[config.mk]
export PLATFORM = sky130hd
export DESIGN_NAME = ring_moire_pixel_generator_unit
export DESIGN_NICKNAME = d
export VERILOG_FILES = /design/src/rtl/rmpg_pkg.sv /design/src/rtl/rmpg_ring.sv /design/src/rtl/ring_moire_pixel_generator_unit.sv
export SDC_FILE = /design/constraint.sdc
export NUM_CORES = 2
export LEC_CHECK = 0
export BUFFER_PORTS_ARGS = -buffer_cell sky130_fd_sc_hd__buf_2
export CORE_MARGIN = 4
export CORE_UTILIZATION = 35
export CTS_CLUSTER_DIAMETER = 100
export DETAILED_ROUTE_END_ITERATION = 12
export PLACE_DENSITY_LB_ADDON = 0.3
export RECOVER_POWER = 50
export SYNTH_ARGS = -nofsm -noshare
export SYNTH_HDL_FRONTEND = slang
export SYNTH_SLANG_ARGS = --single-unit
[constraint.sdc]
create_clock -name clk -period 6.63 [get_ports clk]
set_input_delay 0.9945 -clock clk [delete_from_list [all_inputs] [get_ports clk]]
set_output_delay 0.9945 -clock clk [all_outputs]
set_load 0.005 [all_outputs]
[src/rtl/rmpg_pkg.sv]
// Shared types, constants and functions for the ring moire pixel generator.
package rmpg_pkg;

	localparam int DX_W = 9;
	localparam int DY_W = 8;
	localparam int DXSQ_W = 2 * DX_W;
	localparam int DYSQ_W = 2 * DY_W;
	localparam int D2_W = DXSQ_W + 1;
	localparam int NUM_BANDS = 18;
	localparam int BAND_WIDTH = 16;
	localparam int ROWS = 8;

	typedef logic [DX_W-1:0] dx_t;
	typedef logic [DY_W-1:0] dy_t;
	typedef logic [D2_W-1:0] d2_t;
	typedef logic [7:0] byte_t;

	// The ring value reaches BAND_WIDTH*j exactly when d2 exceeds this bound.
	function automatic d2_t band_bound(input int j);
		int t;
		t = BAND_WIDTH * j - 1;
		return D2_W'(t * t + 1);
	endfunction

	function automatic byte_t logo_byte(input logic [4:0] idx);
		byte_t b;
		case (idx)
			5'd0: b = 8'd62;
			5'd1: b = 8'd65;
			5'd2: b = 8'd73;
			5'd3: b = 8'd73;
			5'd4: b = 8'd121;
			5'd5: b = 8'd0;
			5'd6: b = 8'd127;
			5'd7: b = 8'd64;
			5'd8: b = 8'd64;
			5'd9: b = 8'd64;
			5'd10: b = 8'd64;
			default: b = 8'd0;
		endcase
		return b;
	endfunction

endpackage

[src/rtl/rmpg_ring.sv]
// Ring classification of one squared distance: parity of the band crossings.
module rmpg_ring import rmpg_pkg::*; (
	input  d2_t  d2,
	output logic ring
);

	logic [NUM_BANDS-1:0] above;

	always_comb begin
		for (int j = 0; j < NUM_BANDS; j++) begin
			above[j] = d2 > band_bound(j + 1);
		end
	end

	// Thresholds rise, so the crossings form a run and their parity is the band parity.
	assign ring = ~(^above);

endmodule

[src/rtl/ring_moire_pixel_generator_unit.sv]
// Top level of the ring moire pixel generator: four-stage pipeline.
// Throughput: one transaction per cycle; a full stage holds while the next stage holds.
// The squared distances and band compares of sixteen ring points set the stage split.
// Reset clears the stage valid bits only; the payload registers are not reset.
module ring_moire_pixel_generator_unit import rmpg_pkg::*; #(
	parameter int DISPLAY_COLUMNS = 120,
	parameter int DISPLAY_PAGES = 8,
	parameter int FIELD_WIDTH = 240,
	parameter int FIELD_HEIGHT = 128,
	parameter int LOGO_LENGTH = 12
) (
	input  logic       clk,
	input  logic       arst_n,
	input  logic       in_valid,
	output logic       in_stall,
	input  logic [6:0] column,
	input  logic [2:0] page,
	input  logic [6:0] first_offset_x,
	input  logic [5:0] first_offset_y,
	input  logic [6:0] second_offset_x,
	input  logic [5:0] second_offset_y,
	output logic       out_valid,
	input  logic       out_stall,
	output logic [7:0] pixel_byte
);

	localparam logic signed [10:0] CX = 11'(FIELD_WIDTH / 2);
	localparam logic signed [9:0] CY = 10'(FIELD_HEIGHT / 2);
	localparam logic [8:0] LOGO_START = 9'(DISPLAY_COLUMNS - LOGO_LENGTH);
	localparam logic [8:0] LOGO_LEN = 9'(LOGO_LENGTH);
	localparam logic [3:0] LAST_PAGE = 4'(DISPLAY_PAGES - 1);

	logic v_s1, v_s2, v_s3, v_s4;
	logic en1, en2, en3, en4;

	assign en4 = !v_s4 || !out_stall;
	assign en3 = !v_s3 || en4;
	assign en2 = !v_s2 || en3;
	assign en1 = !v_s1 || en2;
	assign in_stall = !en1;
	assign out_valid = v_s4;

	always_ff @(posedge clk or negedge arst_n) begin
		if (!arst_n) begin
			v_s1 <= 1'b0;
			v_s2 <= 1'b0;
			v_s3 <= 1'b0;
			v_s4 <= 1'b0;
		end else begin
			if (en1) v_s1 <= in_valid;
			if (en2) v_s2 <= v_s1;
			if (en3) v_s3 <= v_s2;
			if (en4) v_s4 <= v_s3;
		end
	end

	// Stage 1: distances from the field centre and the logo byte.
	dx_t   dx_c [2];
	dy_t   dy_c [2][ROWS];
	byte_t logo_c;
	logic [8:0] col9;
	logic [8:0] logo_off;

	always_comb begin
		logic [6:0] ox [2];
		logic [5:0] oy [2];
		logic signed [10:0] sx;
		logic signed [9:0] sy;
		ox[0] = first_offset_x;
		ox[1] = second_offset_x;
		oy[0] = first_offset_y;
		oy[1] = second_offset_y;
		for (int n = 0; n < 2; n++) begin
			sx = signed'({3'b000, 8'({1'b0, column} + {1'b0, ox[n]})}) - CX;
			dx_c[n] = DX_W'(sx < 0 ? -sx : sx);
			for (int k = 0; k < ROWS; k++) begin
				sy = signed'({3'b000, 7'({1'b0, page, 3'(k)} + {1'b0, oy[n]})}) - CY;
				dy_c[n][k] = DY_W'(sy < 0 ? -sy : sy);
			end
		end
	end

	assign col9 = {2'b00, column};
	// The offset wraps at nine bits, so a logo start left of column zero still works.
	assign logo_off = col9 - LOGO_START;

	always_comb begin
		logo_c = '0;
		if ({1'b0, page} == LAST_PAGE && logo_off < LOGO_LEN) begin
			logo_c = logo_byte(logo_off[4:0]);
		end
	end

	dx_t   dx_s1 [2];
	dy_t   dy_s1 [2][ROWS];
	byte_t logo_s1;

	always_ff @(posedge clk) begin
		if (en1) begin
			dx_s1 <= dx_c;
			dy_s1 <= dy_c;
			logo_s1 <= logo_c;
		end
	end

	// Stage 2: squares.
	logic [DXSQ_W-1:0] dxsq_s2 [2];
	logic [DYSQ_W-1:0] dysq_s2 [2][ROWS];
	byte_t logo_s2;

	always_ff @(posedge clk) begin
		if (en2) begin
			for (int n = 0; n < 2; n++) begin
				dxsq_s2[n] <= dx_s1[n] * dx_s1[n];
				for (int k = 0; k < ROWS; k++) begin
					dysq_s2[n][k] <= dy_s1[n][k] * dy_s1[n][k];
				end
			end
			logo_s2 <= logo_s1;
		end
	end

	// Stage 3: squared distances.
	d2_t   d2_s3 [2][ROWS];
	byte_t logo_s3;

	always_ff @(posedge clk) begin
		if (en3) begin
			for (int n = 0; n < 2; n++) begin
				for (int k = 0; k < ROWS; k++) begin
					d2_s3[n][k] <= D2_W'(dxsq_s2[n]) + D2_W'(dysq_s2[n][k]);
				end
			end
			logo_s3 <= logo_s2;
		end
	end

	// Stage 4: band parity per ring point, layers combined by XNOR, logo applied by XOR.
	logic  ring_c [2][ROWS];
	byte_t byte_c;
	byte_t pixel_byte_s4;

	for (genvar n = 0; n < 2; n++) begin : g_layer
		for (genvar k = 0; k < ROWS; k++) begin : g_row
			rmpg_ring u_ring (
				.d2   (d2_s3[n][k]),
				.ring (ring_c[n][k])
			);
		end
	end

	always_comb begin
		for (int k = 0; k < ROWS; k++) begin
			byte_c[k] = ~(ring_c[0][k] ^ ring_c[1][k]) ^ logo_s3[k];
		end
	end

	always_ff @(posedge clk) begin
		if (en4) begin
			pixel_byte_s4 <= byte_c;
		end
	end

	assign pixel_byte = pixel_byte_s4;

	a_stall_full: assert property (@(posedge clk) disable iff (!arst_n)
		in_stall |-> (v_s1 && v_s2 && v_s3 && v_s4))
		else $error("input stalled while a stage is empty");
	a_s2_fill: assert property (@(posedge clk) disable iff (!arst_n)
		(en2 && v_s1) |=> v_s2)
		else $error("transaction lost between stage 1 and stage 2");
	a_s4_fill: assert property (@(posedge clk) disable iff (!arst_n)
		(en4 && v_s3) |=> v_s4)
		else $error("transaction lost between stage 3 and stage 4");

endmodule

==> results.md <==
* Run status: finished with violations
* Failing checks: capacitance limit, slew limit
* Post-CTS Setup Bufs at 0
* Critical path cell sequence: clkbuf_1, nand2_1, fa_1, inv_1, fa_1, ha_1, inv_1, fa_1, inv_1, ha_1, a21o_1, a21oi_1, o21bai_1, a21oi_1, nor2b_1, o2111ai_1, nand2_1, o41ai_1, xor2_1
* Post-CTS resize count at 0
* Buffers on Ports at 49
* Average size of a mapped cell at 9.16 sq um
* Worst Skew at 23.7 ps
* Length of the first detailed-routing pass in iterations at 6
* Global placement routability congestion at 0.927
* Yosys reg bits at 703
* Final critical-path required period at 5750 ps
* Highest attainable clock frequency at 174 MHz
* Top library cells by usage in the layout, fill and taps aside: 1054 x sky130_fd_sc_hd__inv_1, 817 x sky130_fd_sc_hd__ha_1, 699 x sky130_fd_sc_hd__edfxtp_1
* Critical path capture point type: register
* Req. time, crit path at 7040 ps
* Crit share post-route at roughly 87%
* Die area at 229000 sq um
* Worst slew margin relative to its limit at -154%
* WL final at 212000 um
* Routed length on met3 at 14300 um
* Post-Place Cell Area at 80600 sq um
* Net total in the final layout at 9687
* Worst Setup Start Kind: register
* Vertical die dimension at 479 um
* CP Class: reg -> reg
* Clock Tree Buf Depth at 3
* Num ports at 50
* Max-slew violation total from the final report at ~600
* Cell type of the slowest stage on the worst timing path: sky130_fd_sc_hd__clkbuf_1
* Die Wd at between 400 and 500 um
* Delay of the slowest cell on the worst path at between 900 and 1000 ps
* Global-route congestion overflow total at 0
* Post-synth cell types at 95
* Design Area, Final at 83300 sq um
* Top Layer Used: met5
* GRT Overall Usage at a little under a fifth
* Area of the core region at roughly 220000 sq um
* Synth Instances at 8462
* Routed via count at 61600
* Inserted Clock Buffers at 83
* Count of endpoints failing setup in the final report at 0
* H-tree levels at 3
* Most common library cell in the layout ignoring fill and taps: sky130_fd_sc_hd__inv_1
* Number of global-route vias before repair at slightly below 60000
* Largest net degree at the start of global routing at 143
* Share of async-settable or async-resettable flops after synthesis at 0.569%
* Worst-margin pin slew at 3810 ps
* RSZ-0062 raised after global routing: no
* CTS sink count at around 700
* Iter 0 DRT Violations at slightly above 6000
* Number of warnings reported in the yosys synthesis log at 0
* Flop-to-flop setup slack at 880 ps
* Most common flop cell mapped by yosys: sky130_fd_sc_hd__edfxtp_1
* Clk_lat worst skew at about 700 ps
* CTS tree: yes
* Total count of hold-check failures in the final report at 0
* Antenna violations before repair at 6
* Library cell used as clock root buffer: sky130_fd_sc_hd__clkbuf_16
* Post-route setup TNS at 0 ps
* Avg WL per Cell at 18.7 um
* Number of placement rows at between 150 and 200
* Summed instance area of the synthesized netlist at between 70000 and 80000 sq um
* Initial Util at 35.2%
* Ratio of cells with drive above 1 in the final layout at 3.35%
* DRC violations left at 0
* HPWL reported at the end of detailed placement at around 160000 um
* ANT nets after route at 0
* Smallest hold slack at between 100 and 150 ps
* Maximum fanout along the worst path at 28
* Max-cap check violation count at 6
* Arrival time of the worst setup path at 6160 ps
* Area added between synthesis and finish at 7.50%
* Post-CTS Hold Buffers at 0
* Worst Hold Class: in -> async
* Via density per instance at 5.42
* Worst-path clk slew at around 60 ps
* Sequential-to-total area share from yosys stat at 27.2%
* Sum of met2 wire segment lengths after detailed routing at 89800 um
* Global-route wire length before repair at 337000 um
* Count of flip-flops with a built-in enable after synthesis at 699
* Metal-1 WL at 103000 um
[flip-flops by register name, indices dropped and copies added, names as in the netlist]
register	flops
d2_s3	280
dx_s1	18
dxsq_s2	34
dy_s1	116
dysq_s2	228
logo_s1	5
logo_s2	5
logo_s3	5
out_valid	1
pixel_byte	8
v_s1	1
v_s2	1
v_s3	1
[stage by stage]
| step | cells | setup WS [ps] | utilization, % |
|---|---|---|---|
| floorplan | 8477 | 594 | - |
| global placement | 11200 | 1270 | 36.7 |
| detailed placement | 11200 | 1190 | 36.7 |
| CTS | 11400 | 1170 | 37.9 |
| global route | 11400 | 393 | 37.9 |
| finish | 11400 | 881 | 37.9 |
[Yosys cell counts (all sizes together), types with 24 or more instances]
cell type / instances / share of area [%]
a211oi: 62 / 0.60
and2: 398 / 3.2
clkbuf: 276 / 1.3
o31ai: 42 / 0.41
fa: 489 / 13
nand2b: 99 / 0.80
nand3: 181 / 1.2
nor3b: 26 / 0.25
o22ai: 24 / 0.19
or2: 61 / 0.49
or4: 48 / 0.47
o211ai: 47 / 0.46
or3: 93 / 0.75
edfxtp: 699 / 27
o21bai: 85 / 0.82
nand4: 90 / 0.73
a21boi: 27 / 0.26
inv: 1055 / 5.1
a2111oi: 24 / 0.28
o41ai: 43 / 0.49
nor2b: 157 / 1.3
o21ai: 205 / 1.3
nor4: 105 / 0.87
a41oi: 33 / 0.37
nor2: 610 / 3.0
nor3: 248 / 1.6
and3: 66 / 0.53
ha: 817 / 13
nor4b: 26 / 0.30
nand3b: 31 / 0.30
a31oi: 104 / 0.84
xor2: 153 / 1.7
nand2: 588 / 2.8
xnor2: 528 / 6.0
o2111ai: 41 / 0.46
a21oi: 430 / 2.8
a21o: 92 / 0.89
o21a: 42 / 0.41
[critical path: cells and delay by family (launching register included)]
kind / cells / cell delay [ps]
buf+inv: 4 / 1070
fa+ha+maj: 5 / 2010
flops: 1 / 480
compound gates: 6 / 1230
simple gates: 3 / 490
xor+xnor: 1 / 160
[final cells by class]
class / count / area (sq um)
diodes: 3 / 7.51
inverters: 1056 / 3970
fillers: 22000 / 137000
multi-input cells: 6425 / 51400
flip-flops and latches: 703 / 21100
clock buffers: 94 / 2140
well taps: 2958 / 3700
clock inverters: 59 / 643
repair buffers: 72 / 365
[routing by layer]
layer  track usage, %  vias to the layer above
met4             4.45                        2
met1             27.6                    29800
met2             27.3                     2173
met3             2.18                      300
met5                0                        -
li1                 -                    29400
[path summary, 6_finish.rpt]
| kind | from | end | cells past startpoint |
|---|---|---|---|
| min in group clk | logo_s1[2]$_SDFFCE_PP0N_ | logo_s2[2]$_DFFE_PP_ | 0 |
| setup / recovery | dy_s1[56]$_DFFE_PN_ | dysq_s2[1][95]$_DFFE_PP_ | 19 |
| max in group asynchronous | arst_n | v_s1$_DFFE_PN0N_ | 1 |
| hold reg to reg | logo_s1[2]$_SDFFCE_PP0N_ | logo_s2[2]$_DFFE_PP_ | 0 |
| hold / removal | arst_n | out_valid$_DFFE_PN0P_ | 1 |
| setup reg to reg | dy_s1[56]$_DFFE_PN_ | dysq_s2[1][95]$_DFFE_PP_ | 19 |
[logic make-up after synthesis]
family,count (synthesis),share of synthesized area (%)
flip-flops,703,27.2
XOR/XNOR,683,7.75
AND/OR/NAND/NOR,2884,19.3
buffers and inverters,1349,6.55
multiplexers,17,0.223
other,1,0.00484
AO/OA/AOI/OAI,1519,13.2
adder cells (fa/ha/maj),1306,25.8
Power is not shown: default switching activity piles up to over one toggle a cycle in this logic, so the estimate is an artifact.
